--- src/hdl/qte_pkg.sv ---
// quaternion to euler angles: shared types, widths and the cordic arctangent table
// used by the interfaces, cells and top of the block; depends on nothing
package qte_pkg;

  // default configuration of the cordic chains
  localparam int CordicStepsDef = 16;
  localparam int AngleBitsDef   = 16;
  localparam int TableLen       = 24;

  // datapath widths
  localparam int QW     = 16;   // quaternion component, Q2.14
  localparam int PW     = 32;   // product of two components
  localparam int SUM_W  = 34;   // doubled sums of products
  localparam int SARG_W = 30;   // clamped pitch argument, Q28 signed
  localparam int SMAG_W = 29;   // magnitude of the pitch argument
  localparam int RAD_W  = 57;   // 1 - s^2, 56 fractional bits
  localparam int ROOT_W = 29;   // floor square root, 28 fractional bits
  localparam int OPW    = 38;   // cordic x/y registers, room for gain and prerotation
  localparam int OUT_W  = 16;   // binary angle on the output

  localparam logic signed [SUM_W-1:0] OneQ28    = SUM_W'(64'sd268435456);
  localparam logic signed [SUM_W-1:0] NegOneQ28 = -SUM_W'(64'sd268435456);
  localparam logic [RAD_W-1:0]        OneQ56    = RAD_W'(1) << 56;

  // atan(2^-i) as a fraction of a full turn, scaled by 2^32
  function automatic logic [31:0] atan_turn32(input int i);
    logic [31:0] t;
    case (i % TableLen)
      0: t = 32'd536870912;   1: t = 32'd316933406;   2: t = 32'd167458907;
      3: t = 32'd85004756;    4: t = 32'd42667331;    5: t = 32'd21354465;
      6: t = 32'd10679838;    7: t = 32'd5340245;     8: t = 32'd2670163;
      9: t = 32'd1335087;     10: t = 32'd667544;     11: t = 32'd333772;
      12: t = 32'd166886;     13: t = 32'd83443;      14: t = 32'd41722;
      15: t = 32'd20861;      16: t = 32'd10430;      17: t = 32'd5215;
      18: t = 32'd2608;       19: t = 32'd1304;       20: t = 32'd652;
      21: t = 32'd326;        22: t = 32'd163;        23: t = 32'd81;
      default: t = 32'd0;
    endcase
    return t;
  endfunction

  // table entry rescaled to a full circle of 2^ab units, round half up
  function automatic logic [32:0] atan_entry(input int i, input int ab);
    logic [32:0] t;
    int          sh;
    sh = 32 - ab;
    t  = {1'b0, atan_turn32(i)} + (33'd1 << (sh - 1));
    return t >> sh;
  endfunction

  // operands that ride alongside the square root chain
  typedef struct packed {
    logic signed [SUM_W-1:0]  roll_y;
    logic signed [SUM_W-1:0]  roll_x;
    logic signed [SUM_W-1:0]  yaw_y;
    logic signed [SUM_W-1:0]  yaw_x;
    logic signed [SARG_W-1:0] s;
  } side_t;

endpackage

--- src/hdl/qte_cordic_cell.sv ---
// one vectoring cordic iteration: rotates toward the x axis and books the angle
// depends on qte_pkg
module qte_cordic_cell #(
  parameter int I          = 0,
  parameter int ANGLE_BITS = qte_pkg::AngleBitsDef
) (
  input  logic                              clk_i,
  input  logic                              en_i,
  input  logic signed [qte_pkg::OPW-1:0]    x_i,
  input  logic signed [qte_pkg::OPW-1:0]    y_i,
  input  logic signed [ANGLE_BITS+1:0]      z_i,
  input  logic                              zero_i,
  output logic signed [qte_pkg::OPW-1:0]    x_o,
  output logic signed [qte_pkg::OPW-1:0]    y_o,
  output logic signed [ANGLE_BITS+1:0]      z_o,
  output logic                              zero_o
);
  localparam int ZW = ANGLE_BITS + 2;
  localparam logic signed [ZW-1:0] Atan = ZW'(qte_pkg::atan_entry(I, ANGLE_BITS));

  logic signed [qte_pkg::OPW-1:0] dx, dy, x_q, y_q;
  logic signed [ZW-1:0]           z_q;
  logic                           zero_q;

  assign dx = y_i >>> I;
  assign dy = x_i >>> I;

  always_ff @(posedge clk_i) begin
    if (en_i) begin
      if (y_i >= 0) begin
        x_q <= x_i + dx;
        y_q <= y_i - dy;
        z_q <= z_i + Atan;
      end else begin
        x_q <= x_i - dx;
        y_q <= y_i + dy;
        z_q <= z_i - Atan;
      end
      zero_q <= zero_i;
    end
  end

  assign x_o    = x_q;
  assign y_o    = y_q;
  assign z_o    = z_q;
  assign zero_o = zero_q;
endmodule

--- config.mk ---
export PLATFORM = sky130hd
export DESIGN_NAME = qte_cordic_cell
export DESIGN_NICKNAME = d
export VERILOG_FILES = /design/src/hdl/qte_pkg.sv /design/src/hdl/qte_cordic_cell.sv
export SDC_FILE = /design/constraint.sdc
export NUM_CORES = 1
export LEC_CHECK = 0
export BUFFER_PORTS_ARGS = -buffer_cell sky130_fd_sc_hd__buf_4
export CELL_PAD_IN_SITES_DETAIL_PLACEMENT = 1
export CELL_PAD_IN_SITES_GLOBAL_PLACEMENT = 2
export CORE_MARGIN = 10
export CORE_UTILIZATION = 34
export DETAILED_ROUTE_END_ITERATION = 10
export PLACE_DENSITY_LB_ADDON = 0.1
export SLEW_MARGIN = 20
export SYNTH_ARGS = -nofsm -noshare
export SYNTH_HDL_FRONTEND = slang
export SYNTH_SLANG_ARGS = --single-unit
--- constraint.sdc ---
create_clock -name clk_i -period 4.8 [get_ports clk_i]
set_input_delay 0.96 -clock clk_i [delete_from_list [all_inputs] [get_ports clk_i]]
set_output_delay 0.96 -clock clk_i [all_outputs]
set_load 0.1 [all_outputs]
# Yosys cells after proc, flatten, opt, wreduce, memory -nomap -nowiden
# Cells that the tools add are included.
# word_totals
output_inout_bits,95
elab_cells,13
ff_bits,95
input_bits,97
# op_classes
n_lt_le_gt_ge,1
n_mux,3
addsub,5
# op_table
operator,n
two-way mux 38 bit,2
subtractor 38 bit,2
adder 38 bit,1
"greater-or-equal comparator 38 x 1 -> 1 bit, second input constant",1
"adder 18 x 15 -> 18 bit, second input constant",1
two-way mux 18 bit,1
"subtractor 18 x 15 -> 18 bit, second input constant",1

# Longest topological paths before layout
# logic_depth
ltp_word,2
mapped_depth,12
depth_no_buf,12

# Worst setup path before layout
# Ideal clock, no wire load.
# synth_path
kind,input port to flip-flop
start,in x_i[12] in the netlist's numbering
end,"reg x_q (netlist bit x_o[35]), data pin"
arrival_ns,3.507
path_slack_ns,1.033
stages,12
setup_ns,0.260
required_time_ns,4.540
path_buffers,1
path_cell_list,inv_1 > ha_1 > buf_6 > or3_4 > or4_1 > a211oi_2 > or3b_2 > a211oi_2 > o21a_4 > a211o_1 > a311oi_2 > xnor2_1
# synth_between
elab_chain_len,2
elab_cells_between_ends,3
cone_classes,2 x add/sub; 1 x mux
# synth_lines
item,line_no,rtl
"start, declared",qte_cordic_cell.sv:9,"input logic signed [qte_pkg::OPW-1:0] x_i,"
subtractor 38 bit / adder 38 bit (equally long branches),"qte_cordic_cell.sv:35, qte_cordic_cell.sv:31",
two-way mux 38 bit *,qte_cordic_cell.sv:30,if (y_i >= 0) begin
"end signal, assigned",qte_cordic_cell.sv:31,x_q <= x_i + dx;
"end signal, assigned",qte_cordic_cell.sv:35,x_q <= x_i - dx;
"end, declared",qte_cordic_cell.sv:21,"logic signed [qte_pkg::OPW-1:0] dx, dy, x_q, y_q;"
# Mark *: on every way between the ends. The rest lies on a longest branch, timed or not.
# A chain may end at the register's enable or synchronous reset.

# Worst setup path after layout
# layout_path
start,in x_i[2] in the netlist's numbering
end,"reg x_q (netlist bit x_o[36]), data pin"
# Same word-level chain as after synthesis.

==> flow_summary_export.csv <==
group,metric,value,unit
detailed_routing,wl_per_cell,22.9,um
cells_and_area,final_util,42.6,%
cts,cts_root_buf,"clkbuf_16",
grt,overflow,0,
synth,synth_largest_area_cell,"edfxtp_1",
floorplan,core_area,0.0280,mm^2
cells_and_area,diodes,0,
grt,track_usage,21.2,%
cts,cts_setup_buffers,0,
detailed_routing,drc,0,
cts,cts_hold_buf,0,
cells_and_area,drive_above_1_share,19.7,%
grt,first_global_vias,9833,
detailed_routing,routed-via-count,9413,
detailed_routing,dr.first_iter.drc_count,509,
cts,clk_pin_slew_worst_paths,70,ps
cells_and_area,area_growth,22.9,%
timing,tns,0,ps
floorplan,pin_count,192,
synth,yosys.area_share.simple,12.9,%
synth,post_synth_inst_count,1139,
job,maxCapViolCount,0,
synth,synth_top_area_share,29.0,%
power_and_ir_drop,power_leakage,5.27,nW
synth,synth_most_common_cell,"a21oi_1",
status,outcome,"finished clean",
cells_and_area,nets,1537,
floorplan,die-area,0.0357,mm^2
placed_design,place_ws,258,ps
timing,finalCritPeriodShare,89.1,%
synth,synth_area,0.00972,mm^2
power_and_ir_drop,peakVddDrop,0.173,mV
synth,synth_common_cells,"a21oi_1, inv_1, ha_1, edfxtp_1, nor2_1",
timing,worst_slack,522,ps
synth,synth_edf_count,94,
cts,cts_tree,"yes",
critical_path,criticalPathCategory,"input pin to register",
synth,synth_xor_area_share,6.67,%
placed_design,dp_hpwl,32.0,mm
critical_path,start_kind,"input pin",
timing,slew_viol_final,0,
grt,antenna_found_initial,0,
worst_hold_path,hold_depth,1,
timing,final-hold-violation-count,0,
synth,synth-compound-area-share,27.2,%
floorplan,die_y,189,um
synth,avgSynthCellArea,8.53,um^2
synth,synth_ff_type,"edfxtp_1",
timing,max_freq,234,MHz
cts,cts_buffers,9,
synth,synth_nets,1354,
critical_path,endpoint_kind,"register",
timing,grt_setup_unrepaired,"no",
synth,ys_warn_count,0,
detailed_routing,via_per_inst,5.52,
cts,cts_resized,0,
grt,grt_max_degree,59,
detailed_routing,routed_wl,39.1,mm
critical_path,path_max_fanout,8,
cells_and_area,fillers,3362,
detailed_routing,dr.pass1.iters,5,
timing,slew_headroom,46.3,%
cts,cts_sinks,94,
synth,synth_area_leaders,"edfxtp_1, ha_1, a21oi_1",
placed_design,place.gp.congestion,0.925,
synth,synth_fa_ha_area_share,15.5,%
floorplan,rows,61,
timing,fin_crit,4280,ps
cts,h-tree-depth,3,
synth,async_flop_share,0,%
synth,yosys-mux-area-fraction,1.75,%
critical_path,cp_data_required_time,4900,ps
floorplan,chipWidth,189,um
synth,synth_top_family_by_area,"compound AO/OA/AOI/OAI gates",
detailed_routing,ant_nets,0,
worst_hold_path,hp-class,"input pin to register",
synth,ys_ff_latch,94,
power_and_ir_drop,power.density,346,mW/mm^2
timing,setup_viol,0,
timing,worst_pin_slew,795,ps
floorplan,start_util,34.7,%
grt,grt_pass1_wl,60.0,mm
critical_path,critPathArrivalTime,4380,ps
synth,synth-seq-area-share,29.0,%
cts,clk_path_buf_depth,2,
placed_design,port_buffers,191,
synth,synth_cell_types,75,
[area by class of cell]
cell class              count  area, um^2  share of cell area, %
clock inverters             4        48.8                  0.409
repair buffers            224        1680                   14.1
multi-input cells         869        6220                   52.1
flip-flops and latches     94        2820                   23.6
well taps                 378         473                   3.96
clock buffers              11         233                   1.95
inverters                 124         465                   3.90
[stage by stage]
step	total power [W]	instance area (um^2)	hold slack [ps]	cells
global route	0.00433	11900	763	1704
detailed placement	0.00341	11700	1140	1689
CTS	0.00417	11900	764	1704
global placement	0.00340	11700	1140	1689
finish	0.00414	11900	778	1704
floorplan	0.00277	9720	1060	1139
[placed cells by master (no fill, tap or decap), drive strengths merged, types with 11 or more instances in the layout]
master | netlist | routed
buf | 19 | 224
o31ai | 14 | 14
edfxtp | 94 | 94
a21o | 30 | 30
mux2i | 17 | 17
nor2 | 70 | 70
nor2b | 15 | 15
nand2 | 63 | 63
nand3 | 15 | 15
clkbuf | 33 | 11
o21bai | 28 | 28
nor3 | 22 | 22
a211oi | 25 | 25
ha | 114 | 114
xnor2 | 65 | 65
o21ai | 70 | 70
a21oi | 147 | 147
inv | 120 | 121
[layer usage]
metal | track usage (%) | up-vias | share of wire [%]
met1 | 28.8 | 4612 | 47
li1 | - | 4484 | -
met4 | 4.09 | 0 | 1.2
met5 | 0 | - | 0
met3 | 3.44 | 25 | 5.2
met2 | 34.9 | 292 | 46
[logic make-up after synthesis]
family                     count (synthesis)
AOI/OAI and AO/OA                        406
and+or+nand+nor                          254
buffers and inverters                    176
adders and majority gates                118
DFF                                       94
xor gates and xnor gates                  74
muxes                                     17
[critical path, stage by stage]
cell and delay, ps:
buf_4 100, inv_1 40, ha_1 330, buf_4 180, nor2b_1 180, o221ai_1 250, a211oi_1 450, nor3b_1 180
o221a_2 340, o41ai_2 690, a2111oi_0 260, a211oi_1 310, xnor2_1 100
[registers in the layout (all words and copies together), names as in the netlist]
| name | flops |
|---|---|
| zero_o | 1 |
| y_o | 37 |
| x_o | 38 |
| z_o | 18 |
[worst paths after layout]
path  startpoint                end  slack, ps
max       x_i[2]  x_o[36]$_DFFE_PP_        520
min       z_i[1]   z_o[1]$_DFFE_PP_        780
[power by group]
group	switching (W)	total, W	internal, W
Clock	0.000344	0.000745	0.000401
Combinational	0.00168	0.00227	0.000589
Sequential	0.0000427	0.00112	0.00108
Total	0.00207	0.00414	0.00207
Power figures use the tool's default switching activity.
