File: config.mk
export PLATFORM = sky130hd
export DESIGN_NAME = qte_cordic_pre
export DESIGN_NICKNAME = d
export VERILOG_FILES = /design/src/hdl/qte_pkg.sv /design/src/hdl/qte_cordic_pre.sv
export SDC_FILE = /design/constraint.sdc
export NUM_CORES = 1
export LEC_CHECK = 0
export BUFFER_PORTS_ARGS = -buffer_cell sky130_fd_sc_hd__buf_2
export CAP_MARGIN = 20
export CORE_ASPECT_RATIO = 0.5
export CORE_MARGIN = 2
export CORE_UTILIZATION = 44
export CTS_BUF_LIST = sky130_fd_sc_hd__clkbuf_4
export DETAILED_ROUTE_END_ITERATION = 10
export PLACE_DENSITY = 0.8
export RECOVER_POWER = 100
export SLEW_MARGIN = 10
export SYNTH_ARGS = -nofsm -noshare
export SYNTH_HDL_FRONTEND = slang
export SYNTH_SLANG_ARGS = --single-unit
File: constraint.sdc
create_clock -name clk_i -period 3.2 [get_ports clk_i]
set_input_delay 0.48 -clock clk_i [delete_from_list [all_inputs] [get_ports clk_i]]
set_output_delay 0.48 -clock clk_i [all_outputs]
set_load 0.02 [all_outputs]
File: src/hdl/qte_pkg.sv
// quaternion to euler angles: shared types, widths and the cordic arctangent table
// used by the interfaces, cells and top of the block; depends on nothing
package qte_pkg;

  // default configuration of the cordic chains
  localparam int CordicStepsDef = 16;
  localparam int AngleBitsDef   = 16;
  localparam int TableLen       = 24;

  // datapath widths
  localparam int QW     = 16;   // quaternion component, Q2.14
  localparam int PW     = 32;   // product of two components
  localparam int SUM_W  = 34;   // doubled sums of products
  localparam int SARG_W = 30;   // clamped pitch argument, Q28 signed
  localparam int SMAG_W = 29;   // magnitude of the pitch argument
  localparam int RAD_W  = 57;   // 1 - s^2, 56 fractional bits
  localparam int ROOT_W = 29;   // floor square root, 28 fractional bits
  localparam int OPW    = 38;   // cordic x/y registers, room for gain and prerotation
  localparam int OUT_W  = 16;   // binary angle on the output

  localparam logic signed [SUM_W-1:0] OneQ28    = SUM_W'(64'sd268435456);
  localparam logic signed [SUM_W-1:0] NegOneQ28 = -SUM_W'(64'sd268435456);
  localparam logic [RAD_W-1:0]        OneQ56    = RAD_W'(1) << 56;

  // atan(2^-i) as a fraction of a full turn, scaled by 2^32
  function automatic logic [31:0] atan_turn32(input int i);
    logic [31:0] t;
    case (i % TableLen)
      0: t = 32'd536870912;   1: t = 32'd316933406;   2: t = 32'd167458907;
      3: t = 32'd85004756;    4: t = 32'd42667331;    5: t = 32'd21354465;
      6: t = 32'd10679838;    7: t = 32'd5340245;     8: t = 32'd2670163;
      9: t = 32'd1335087;     10: t = 32'd667544;     11: t = 32'd333772;
      12: t = 32'd166886;     13: t = 32'd83443;      14: t = 32'd41722;
      15: t = 32'd20861;      16: t = 32'd10430;      17: t = 32'd5215;
      18: t = 32'd2608;       19: t = 32'd1304;       20: t = 32'd652;
      21: t = 32'd326;        22: t = 32'd163;        23: t = 32'd81;
      default: t = 32'd0;
    endcase
    return t;
  endfunction

  // table entry rescaled to a full circle of 2^ab units, round half up
  function automatic logic [32:0] atan_entry(input int i, input int ab);
    logic [32:0] t;
    int          sh;
    sh = 32 - ab;
    t  = {1'b0, atan_turn32(i)} + (33'd1 << (sh - 1));
    return t >> sh;
  endfunction

  // operands that ride alongside the square root chain
  typedef struct packed {
    logic signed [SUM_W-1:0]  roll_y;
    logic signed [SUM_W-1:0]  roll_x;
    logic signed [SUM_W-1:0]  yaw_y;
    logic signed [SUM_W-1:0]  yaw_x;
    logic signed [SARG_W-1:0] s;
  } side_t;

endpackage

File: src/hdl/qte_cordic_pre.sv
// cordic entry cell: folds the left half plane into the right one by a quarter turn
// depends on qte_pkg
module qte_cordic_pre #(
  parameter int ANGLE_BITS = qte_pkg::AngleBitsDef
) (
  input  logic                              clk_i,
  input  logic                              en_i,
  input  logic signed [qte_pkg::OPW-1:0]    x_i,
  input  logic signed [qte_pkg::OPW-1:0]    y_i,
  output logic signed [qte_pkg::OPW-1:0]    x_o,
  output logic signed [qte_pkg::OPW-1:0]    y_o,
  output logic signed [ANGLE_BITS+1:0]      z_o,
  output logic                              zero_o
);
  localparam int ZW = ANGLE_BITS + 2;
  localparam logic signed [ZW-1:0] Quarter = ZW'(1) << (ANGLE_BITS - 2);

  logic signed [qte_pkg::OPW-1:0] x_d, y_d, x_q, y_q;
  logic signed [ZW-1:0]           z_d, z_q;
  logic                           zero_q;

  // quarter turn rotation when x is negative
  always_comb begin
    x_d = x_i;
    y_d = y_i;
    z_d = '0;
    if (x_i < 0) begin
      if (y_i >= 0) begin
        x_d = y_i;
        y_d = -x_i;
        z_d = Quarter;
      end else begin
        x_d = -y_i;
        y_d = x_i;
        z_d = -Quarter;
      end
    end
  end

  always_ff @(posedge clk_i) begin
    if (en_i) begin
      x_q    <= x_d;
      y_q    <= y_d;
      z_q    <= z_d;
      zero_q <= (x_i == 0) && (y_i == 0);
    end
  end

  assign x_o    = x_q;
  assign y_o    = y_q;
  assign z_o    = z_q;
  assign zero_o = zero_q;
endmodule

Word-level counts from Yosys, hierarchy flattened --
Cells that the tools add are included.
Cells by class: $add $sub $neg 2, multipliers 0, divide/modulo/power cells 0, magnitude comparators 2, equal/unequal tests 0, shift operators 0, mux-type cells 5, bitwise gates (word level) 0, reduce and logical (&&, ||, !) cells 3
Operators with widths (count):
- two-way mux 38 bit | 4
- zero test 38 bit | 2
- negator 38 bit | 2
- greater-or-equal comparator 38 x 1 -> 1 bit, second input constant | 1
- < comparator 38 x 1 -> 1 bit, second input constant | 1
- two-way mux 18 bit | 1
- logical AND 1 bit | 1
Word-level totals: register bits 95, bits in latches 0, bits in writable memories 0, ROM bits 0, output and inout bits 95, word-level logic and storage cells 16, memories kept 0

Longest topological paths before layout --
Gate-level depths: netlist of the first run.
word-level depth 3, mapped depth 8, gate-level depth less buffers 7

Worst setup path after synthesis of the first run --
OpenSTA, ideal clock, no wires.
path kind input -> register, from input y_i[5] (netlist bit), to register x_q, in the netlist x_o[26] (data pin), setup time 0.270 ns, data arrival time 2.361 ns, slack 0.569 ns, cell stages on the path 6, cells stage by stage or4_4 or4_4 buf_6 nor2_1 a21oi_1 or3b_2
On the way: word-level cells in the longest chain between the ends 3, elaborated cells on any way between the ends 4, those cells by class add/sub: 1; order compare: 1; mux: 2
Ends and longest elaborated chain:
- start, declared | line qte_cordic_pre.sv:9 | input logic signed [qte_pkg::OPW-1:0] y_i,
- negator 38 bit / greater-or-equal comparator 38 x 1 -> 1 bit (equally long branches) | line qte_cordic_pre.sv:33, qte_cordic_pre.sv:28
- two-way mux 38 bit (*) | line qte_cordic_pre.sv:28 | if (y_i >= 0) begin
- two-way mux 38 bit (*) | line qte_cordic_pre.sv:27 | if (x_i < 0) begin
- via x_d (one bit) | line qte_cordic_pre.sv:18 | logic signed [qte_pkg::OPW-1:0] x_d, y_d, x_q, y_q;
- end signal, assigned | line qte_cordic_pre.sv:42 | x_q <= x_d;
- end, declared | line qte_cordic_pre.sv:18
The timed path passes the listed nets; every way through them passes the cells marked *. A chain may end at the register's enable or synchronous reset.

Final worst setup path of the first run --
Ends and elaborated chain as after synthesis.

==> run_results.csv, run 1 <==
group,metric,value,unit
layout,final_util,53.6,%
clock_tree,cts_buffer_depth,2,
layout,multiInputGateArea,2510,sq um
timing,report.final.slew_viol_count,120,
timing,worst_slew_pin_slew,2.05,ns
layout,antenna_cells,0,
clock_tree,cts_tree,"yes",
worst_setup_path,setup.worst_path.class,"primary input to register",
power,switching_share,31.4,%
drt,drc,0,
clock_tree,htree_levels,3,
die,core-area,11200,sq um
timing,fin_tns_setup,0,ns
layout,num-fill-cells,1092,
power,leakage,2.15,nW
clock_tree,cts_buffers,9,
logic_synthesis,syn-mean-instance-area,9.53,sq um
power,pwr-share-seq,50.5,%
die,rows,27,
power,power.share.clock,25.3,%
worst_setup_path,slowest_delay,0.91,ns
die,initial_core_util,46.2,%
drt,viasPerCell,5.65,
layout,layout.nets,768,
grt,grt_max_degree,80,
worst_setup_path,cp_top_family,"simple AND/OR/NAND/NOR gates",
worst_setup_path,critPathArrivalTime,2.93,ns
die,fp.dieH,80.8,microns
clock_tree,clkSinkCount,79,
job,cap_viol_max_count,2,
timing,fin_ws,0.443,ns
timing,hold_violations,0,
grt,grt_pass1_wl,22200,microns
grt,grt_pass1_vias,4300,
logic_synthesis,synthFlopType,"edfxtp_1",
die,pin_count,173,
power,peakVddDrop,0.221,mV
grt,antenna_found_initial,1,
clock_tree,post_cts_buffers,0,
die,die_w,158,microns
layout,drive_above_1_share,16.1,%
drt,num_vias,4805,
worst_setup_path,slowest_stage,"or4_1",
timing,period_needed,2.76,ns
timing,hold_slack,0.387,ns
placed_design,portBuffers,158,
timing,rsz0062_at_grt,"no",
drt,drt_iter0_markers,421,
worst_setup_path,cp_max_fo,24,
timing,final.period_utilization,86.2,%
layout,final_cell_count_no_fill,850,
power,power.density,426,nW/um^2
power,p_comb_share,24.1,%
timing,setup_viol,0,
logic_synthesis,synth-seq-cells,79,
status,violations,"capacitance limit, slew limit",
logic_synthesis,ys_seq_area_share,45.7,%
drt,drtAntennaViolNets,0,
timing,fmax,363,MHz
worst_setup_path,end_kind,"register",
die,dieArea,12700,sq um
clock_tree,path_clk_slew,0.11,ns
power,p_sw,0.000806,W
logic_synthesis,synthCells,545,
grt,grt.total_usage,22.6,%
power,p_int,0.00176,W
drt,routedWlPerCell,17.0,microns
clock_tree,ctsResizeCount,0,
worst_setup_path,critPathBufInv,1,
logic_synthesis,synth_edf_count,79,
clock_tree,cts-root-buf,"clkbuf_4",
layout,area_growth,16.2,%
worst_setup_path,startpoint_type,"primary input",
worst_setup_path,required,3.38,ns
placed_design,pre_cts_ws,0.311,ns
logic_synthesis,yosys_warnings,0,
logic_synthesis,yosysUniqueCellTypes,48,
placed_design,place_inst,836,
logic_synthesis,synth-async-reset-ratio,0,%
logic_synthesis,syn_area,5190,sq um
min_path,hold_path_class,"primary input to register",
status,status,"finished with violations",
drt,firstDrtPassIters,6,
placed_design,place.gp.congestion,0.870,
placed_design,hpwl,10400,microns
clock_tree,hold_buffers,0,
worst_setup_path,cp_cell_sequence,"buf_2, or4_4, or4_1, nor2_1, a21oi_1, or3b_2",
drt,wl,14400,microns
layout,seqCellArea,2370,sq um
grt,grt.overflow.total,0,
timing,maxSlewHeadroom,-36.7,%
[path summary, 6_finish.rpt]
check                      to  slack, ns  startpoint  depth (start not counted)
worst max-delay path  x_o[26]       0.44      y_i[5]                          6
worst min-delay path   y_o[0]       0.39      x_i[0]                          3
[through the flow]
| step | power [W] | cell area, sq um |
|---|---|---|
| 2_1_floorplan | 0.00171 | 5240 |
| 3_3_place_gp | 0.00195 | 6060 |
| 3_5_place_dp | 0.00196 | 6060 |
| 4_1_cts | 0.00261 | 6200 |
| 5_1_grt | 0.00269 | 6030 |
| 6_report | 0.00257 | 6030 |
[sequential cells by signal (all words and copies together), names as in the netlist]
name / cells
z_o: 2
zero_o: 1
y_o: 38
x_o: 38
[synthesized netlist by cell type (2+ instances only)]
master | number | area, sq um
nand3_1 | 12 | 60.1
xnor2_1 | 31 | 272
o21ai_0 | 11 | 55.1
o41ai_1 | 4 | 35.0
a31oi_1 | 12 | 75.1
nor4_1 | 14 | 87.6
a41oi_1 | 10 | 87.6
or4b_2 | 2 | 20.0
buf_4 | 16 | 120
buf_1 | 7 | 26.3
o41ai_2 | 7 | 114
o31ai_1 | 9 | 67.6
a21oi_1 | 76 | 380
or2_2 | 3 | 18.8
ha_1 | 2 | 25.0
and4_1 | 2 | 17.5
buf_6 | 2 | 22.5
mux2i_1 | 2 | 20.0
nand3b_1 | 2 | 15.0
clkbuf_1 | 24 | 90.1
nor3_1 | 12 | 60.1
o311ai_0 | 2 | 17.5
xor2_1 | 29 | 254
nand4_1 | 2 | 12.5
or3b_2 | 2 | 17.5
or4_1 | 13 | 97.6
or4_4 | 2 | 22.5
edfxtp_1 | 79 | 2370
nor3b_1 | 2 | 15.0
nand2b_1 | 4 | 25.0
or3_1 | 12 | 75.1
nor2_1 | 88 | 330
nand2_1 | 15 | 56.3
inv_1 | 12 | 45.0
nor2b_1 | 10 | 62.6
[routing by layer]
metal,vias to the layer above,routed length (microns),global-route usage (%)
met5,-,7,0
met4,2,246,7.18
met3,24,1200,5.23
met2,223,6720,36.3
met1,2273,6280,30.6
li1,2283,-,-
[final cells by class]
cell class	count	share of cell area, %
multi-input cells	416	41.6
flip-flops and latches	79	39.3
repair buffers	169	12.6
well taps	159	3.30
clock inverters	5	1.24
clock buffers	9	1.12
inverters	13	0.809
[power groups by stage]
stage / Sequential, W / Combinational, W / Clock [W]
3_3_place_gp: 0.00131 / 0.000635 / 0
4_1_cts: 0.00129 / 0.000649 / 0.000673
3_5_place_dp: 0.00131 / 0.000647 / 0
5_1_grt: 0.00131 / 0.000673 / 0.000713
2_1_floorplan: 0.00145 / 0.000263 / 0
6_report: 0.00130 / 0.000620 / 0.000651
[kinds of logic after synthesis]
family	synth area share, %
other cells	0.0722
fa+ha+maj	0.482
flops	45.7
buf+inv	6.02
xor+xnor	10.1
compound gates	16.6
mux	0.386
simple gates	20.7
[cell usage in the layout (no fill, tap or decap), types with 8 or more instances in the layout]
cell and count:
buf_2 74, o31ai_1 9, nor4_1 16, xnor2_1 31
or4_1 14, a31oi_1 12, o21ai_0 11, or3_1 12
nand3_1 12, inv_1 12, edfxtp_1 79, nand2_1 15
nor2_1 88, conb_1 14, nor3_1 12, clkbuf_4 9
clkbuf_1 85, xor2_1 29, a21oi_1 76, a41oi_1 10
buf_4 8, nor2b_1 10
No activity file was read; power rests on OpenSTA's default activity.
==> inputs of run 2 (changes only) <==
CAP_MARGIN = default   (was 20)
PLACE_DENSITY = 0.83   (was 0.8)
clock period = 2.4 ns   (was 3.2 ns; I/O delays follow)
==> run 2 against run 1 <==
  * The flow still finishes with violations (capacitance limit, slew limit)
  * Global-route usage increased by 0.52 points
  * Flip-flop and latch count unchanged
  * Clock-buffer cell count increased by 3
  * Clock power increased by 29%
  * Critical path depth increased by 1
  * Worst hold slack got worse by 0.16 ns
  * Critical endpoint is now y_o[33]
  * First-iteration DRC count increased by 11%
  * Total power increased by 34%
  * Largest cell class unchanged
==> run_results.csv, run 2 (synthesis gave the netlist of run 1 again) <==
group,metric,value,unit
layout,final_common_cell,"clkbuf_1",
grt,grt_pass1_wl,22600,microns
timing,maxSlewHeadroom,-23.2,%
worst_setup_path,critPathArrivalTime,2.60,ns
drt,drc,0,
die,pin_count,173,
die,die_w,158,microns
grt,grt_max_degree,60,
worst_setup_path,cp_max_fo,5,
clock_tree,ctsResizeCount,0,
status,status,"finished with violations",
timing,period_needed,2.28,ns
power,leakage,2.33,nW
clock_tree,htree_levels,3,
worst_setup_path,end_kind,"register",
clock_tree,post_cts_buffers,0,
clock_tree,cts_buffer_depth,2,
placed_design,pre_cts_ws,-0.317,ns
clock_tree,cts-root-buf,"clkbuf_4",
die,fp.dieH,80.8,microns
grt,grt.overflow.total,0,
timing,fmax,439,MHz
die,dieArea,12700,sq um
power,p_total,0.00343,W
timing,fin_ws,0.122,ns
drt,drt_iter0_markers,467,
die,initial_core_util,46.2,%
worst_setup_path,required,2.72,ns
timing,hold_violations,0,
clock_tree,cts_tree,"yes",
drt,routedWlPerCell,16.8,microns
min_path,holdPathStages,3,
die,rows,27,
placed_design,place.gp.congestion,0.859,
layout,antenna_cells,0,
drt,firstDrtPassIters,5,
timing,report.final.slew_viol_count,31,
placed_design,portBuffers,158,
grt,grt.total_usage,23.1,%
clock_tree,hold_buffers,0,
power,peakVddDrop,0.200,mV
worst_setup_path,startpoint_type,"primary input",
drt,num_vias,4958,
drt,wl,15000,microns
grt,antenna_found_initial,1,
clock_tree,clkSinkCount,79,
die,core-area,11200,sq um
timing,worst_slew_pin_slew,1.85,ns
drt,viasPerCell,5.56,
layout,layout.nets,807,
worst_setup_path,startpoint,"x_i[22]",
worst_setup_path,cp-endpoint,"y_o[33]",
power,power.density,543,nW/um^2
layout,area_growth,21.7,%
clock_tree,cts_buffers,9,
layout,num-fill-cells,1061,
layout,seqCellArea,2370,sq um
timing,setup_viol,0,
job,cap_viol_max_count,1,
worst_setup_path,setup.worst_path.class,"primary input to register",
layout,final_cell_mix,"clkbuf_1, nor2_1, edfxtp_1",
placed_design,hpwl,10900,microns
clock_tree,path_clk_slew,0.13,ns
min_path,hold_path_class,"primary input to register",
layout,multiInputGateArea,2500,sq um
grt,grt_pass1_vias,4631,
layout,drive_above_1_share,19.7,%
drt,drtAntennaViolNets,0,
timing,rsz0062_at_grt,"no",
timing,final.period_utilization,94.9,%
status,violations,"capacitance limit, slew limit",
## run 2: where the power goes
group	switching (W)	internal [W]	leakage, nW
clock network	0.000489	0.000349	0.0766
registers	0.0000420	0.00168	0.774
logic	0.000579	0.000287	1.48
## run 2: layout make-up
type	instances	share of cell area, %
Sequential cell	79	37.5
Timing Repair Buffer	208	16.8
Inverter	13	0.772
Clock inverter	4	0.733
Tap cell	159	3.15
Multi-Input combinational cell	416	39.6
Clock buffer	12	1.43
## run 2: per-layer routing
| layer | up-vias | GRT usage (%) | share of wire, % |
|---|---|---|---|
| met4 | 2 | 7.91 | 2.2 |
| met3 | 34 | 6.35 | 9.7 |
| met1 | 2322 | 29.1 | 40 |
| li1 | 2356 | - | - |
| met5 | - | 0 | 0.053 |
| met2 | 244 | 38.9 | 48 |
## run 2: through the flow
stage,hold slack (ns),TNS [ns],instance area [sq um],instances,util (%)
after floorplan,0.459,-0.564,5280,558,-
after global placement,0.676,-3.08,6410,875,57.0
after detailed placement,0.697,-4.02,6410,875,57.0
after CTS,0.215,0,6550,891,58.2
after global routing,0.230,0,6320,891,56.2
final,0.227,0,6320,891,56.2
## run 2: worst max-delay path: stages
cell and delay, ns:
clkbuf_1 0.09, or4_4 0.54, nor4_1 0.67, nand4_2 0.28
clkbuf_1 0.20, or3_1 0.37, nand3_1 0.09
## run 2: how the worst min path moves through the flow
stage,end,startpoint,slack (ns)
2_1_floorplan,z_o[14],x_i[37],0.46
3_3_place_gp,y_o[0],x_i[0],0.68
3_5_place_dp,y_o[0],x_i[0],0.70
4_1_cts,y_o[0],x_i[0],0.21
5_1_grt,y_o[0],x_i[0],0.23
6_report,y_o[0],x_i[0],0.23
==> inputs of run 3 (changes only) <==
CTS_CLUSTER_SIZE = 40   (was default)
MAX_ROUTING_LAYER = met4   (was default)
PLACE_DENSITY = 0.84   (was 0.83)
==> run 3 against run 2 <==
  * The flow still finishes with violations (capacitance limit, slew limit)
  * Utilization about the same
  * Via count increased by 1.1%
  * Critical path type unchanged
  * Highest routed layer is now met4
  * Sequential share of layout area about the same
  * Critical path depth unchanged
  * Cell count increased by 0.45%
  * Clock power decreased by 5.1%
  * Maximum frequency decreased by 0.50%
==> run_results.csv, run 3 (synthesis gave the netlist of run 1 again) <==
group,metric,value,unit
power,leakage,2.33,nW
drt,drtAntennaViolNets,0,
layout,final_common_cell,"clkbuf_1",
clock_tree,htree_levels,3,
timing,final.period_utilization,95.4,%
worst_setup_path,cp_max_fo,21,
placed_design,portBuffers,158,
power,power.density,537,nW/um^2
worst_setup_path,startpoint,"y_i[4]",
clock_tree,cts-root-buf,"clkbuf_4",
job,cap_viol_max_count,1,
grt,grt_pass1_vias,4612,
power,p_comb_share,25.8,%
status,status,"finished with violations",
placed_design,place.gp.congestion,0.918,
clock_tree,cts_buffers,9,
drt,drt_iter0_markers,533,
power,p_sw,0.00110,W
clock_tree,path_clk_slew,0.12,ns
worst_setup_path,setup.worst_path.class,"primary input to register",
clock_tree,clkSinkCount,79,
clock_tree,cts_tree,"yes",
worst_setup_path,cp-endpoint,"x_o[33]",
timing,setup_viol,0,
die,die_w,158,microns
clock_tree,hold_buffers,0,
worst_setup_path,critPathArrivalTime,2.47,ns
die,initial_core_util,46.2,%
timing,fmax,437,MHz
grt,grt_pass1_wl,23300,microns
status,violations,"capacitance limit, slew limit",
layout,layout.nets,811,
clock_tree,ctsResizeCount,0,
clock_tree,post_cts_buffers,0,
grt,antenna_found_initial,1,
die,pin_count,173,
die,core-area,11200,sq um
power,power.share.clock,23.4,%
min_path,hold_path_class,"primary input to register",
layout,area_growth,21.8,%
power,peakVddDrop,0.241,mV
timing,fin_ws,0.111,ns
layout,final_util,56.2,%
worst_setup_path,end_kind,"register",
die,fp.dieH,80.8,microns
layout,drive_above_1_share,19.6,%
drt,viasPerCell,5.60,
drt,num_vias,5012,
timing,period_needed,2.29,ns
placed_design,hpwl,10900,microns
worst_setup_path,startpoint_type,"primary input",
drt,wl,15100,microns
clock_tree,cts_buffer_depth,2,
die,rows,27,
grt,grt.overflow.total,0,
die,dieArea,12700,sq um
drt,routedWlPerCell,16.9,microns
timing,maxSlewHeadroom,-19.5,%
timing,hold_violations,0,
power,p_int,0.00229,W
power,pwr-share-seq,50.8,%
timing,rsz0062_at_grt,"no",
drt,drc,0,
worst_setup_path,required,2.58,ns
placed_design,pre_cts_ws,-0.300,ns
timing,report.final.slew_viol_count,28,
grt,grt.total_usage,24.4,%
power,switching_share,32.5,%
layout,final_cell_mix,"clkbuf_1, nor2_1, edfxtp_1",
grt,grt_max_degree,68,
drt,firstDrtPassIters,5,
timing,worst_slew_pin_slew,1.79,ns
[run 3: changes by cell type in the layout (fill, tap and decap cells not counted)]
cell | previous run | this run
clkinv_4 | 1 | 0
o31ai_2 | 2 | 0
buf_4 | 41 | 46
nand4_1 | 2 | 3
clkbuf_2 | 1 | 2
o31ai_1 | 7 | 9
clkinv_2 | 0 | 1
nand4_2 | 1 | 0
clkinvlp_4 | 0 | 1
diode_2 | 0 | 1
clkbuf_4 | 13 | 10
buf_2 | 72 | 71
[run 3: final cells by class]
type | count | area (sq um)
Clock inverter | 5 | 50.0
Timing Repair Buffer | 212 | 1090
Sequential cell | 79 | 2370
Fill cell | 1065 | 4930
Multi-Input combinational cell | 416 | 2480
Tap cell | 159 | 199
Clock buffer | 10 | 75.1
Inverter | 13 | 48.8
Antenna cell | 1 | 2.50
[run 3: how the worst min path moves through the flow]
stage	cells after the start	slack, ns	startpoint	end
global placement	3	0.68	x_i[0]	y_o[0]
detailed placement	3	0.71	x_i[0]	y_o[0]
global route	3	0.25	x_i[0]	y_o[0]
floorplan	0	0.46	x_i[37]	z_o[14]
CTS	3	0.23	x_i[0]	y_o[0]
finish	3	0.25	x_i[0]	y_o[0]
[run 3: per-stage QoR]
stage	hold slack [ns]	TNS, ns	instance area, sq um	total power [W]	instances
2_1_floorplan	0.459	-0.564	5280	0.00228	558
3_3_place_gp	0.679	-3.21	6450	0.00265	879
3_5_place_dp	0.708	-4.00	6450	0.00267	879
4_1_cts	0.234	0	6580	0.00344	894
5_1_grt	0.250	0	6320	0.00354	895
6_report	0.245	0	6320	0.00339	895
[run 3: power by group through the flow]
stage	Clock [W]	Sequential, W	Combinational (W)
final	0.000795	0.00172	0.000874
after global placement	0	0.00175	0.000895
after detailed placement	0	0.00175	0.000917
after global routing	0.000856	0.00174	0.000950
after CTS	0.000801	0.00172	0.000920
after floorplan	0	0.00193	0.000354
[run 3: metal layers]
metal | routed length, microns | track usage (%)
met1 | 6310 | 31.3
met4 | 310 | 6.36
met5 | 0 | -
met2 | 7120 | 39.1
met3 | 1380 | 5.87
[run 3: critical path, stage by stage]
cell and delay [ns]:
buf_2 0.10, or4_1 0.54, or4_4 0.65, clkbuf_1 0.20
o31ai_1 0.33, xor2_1 0.19, a21oi_1 0.08
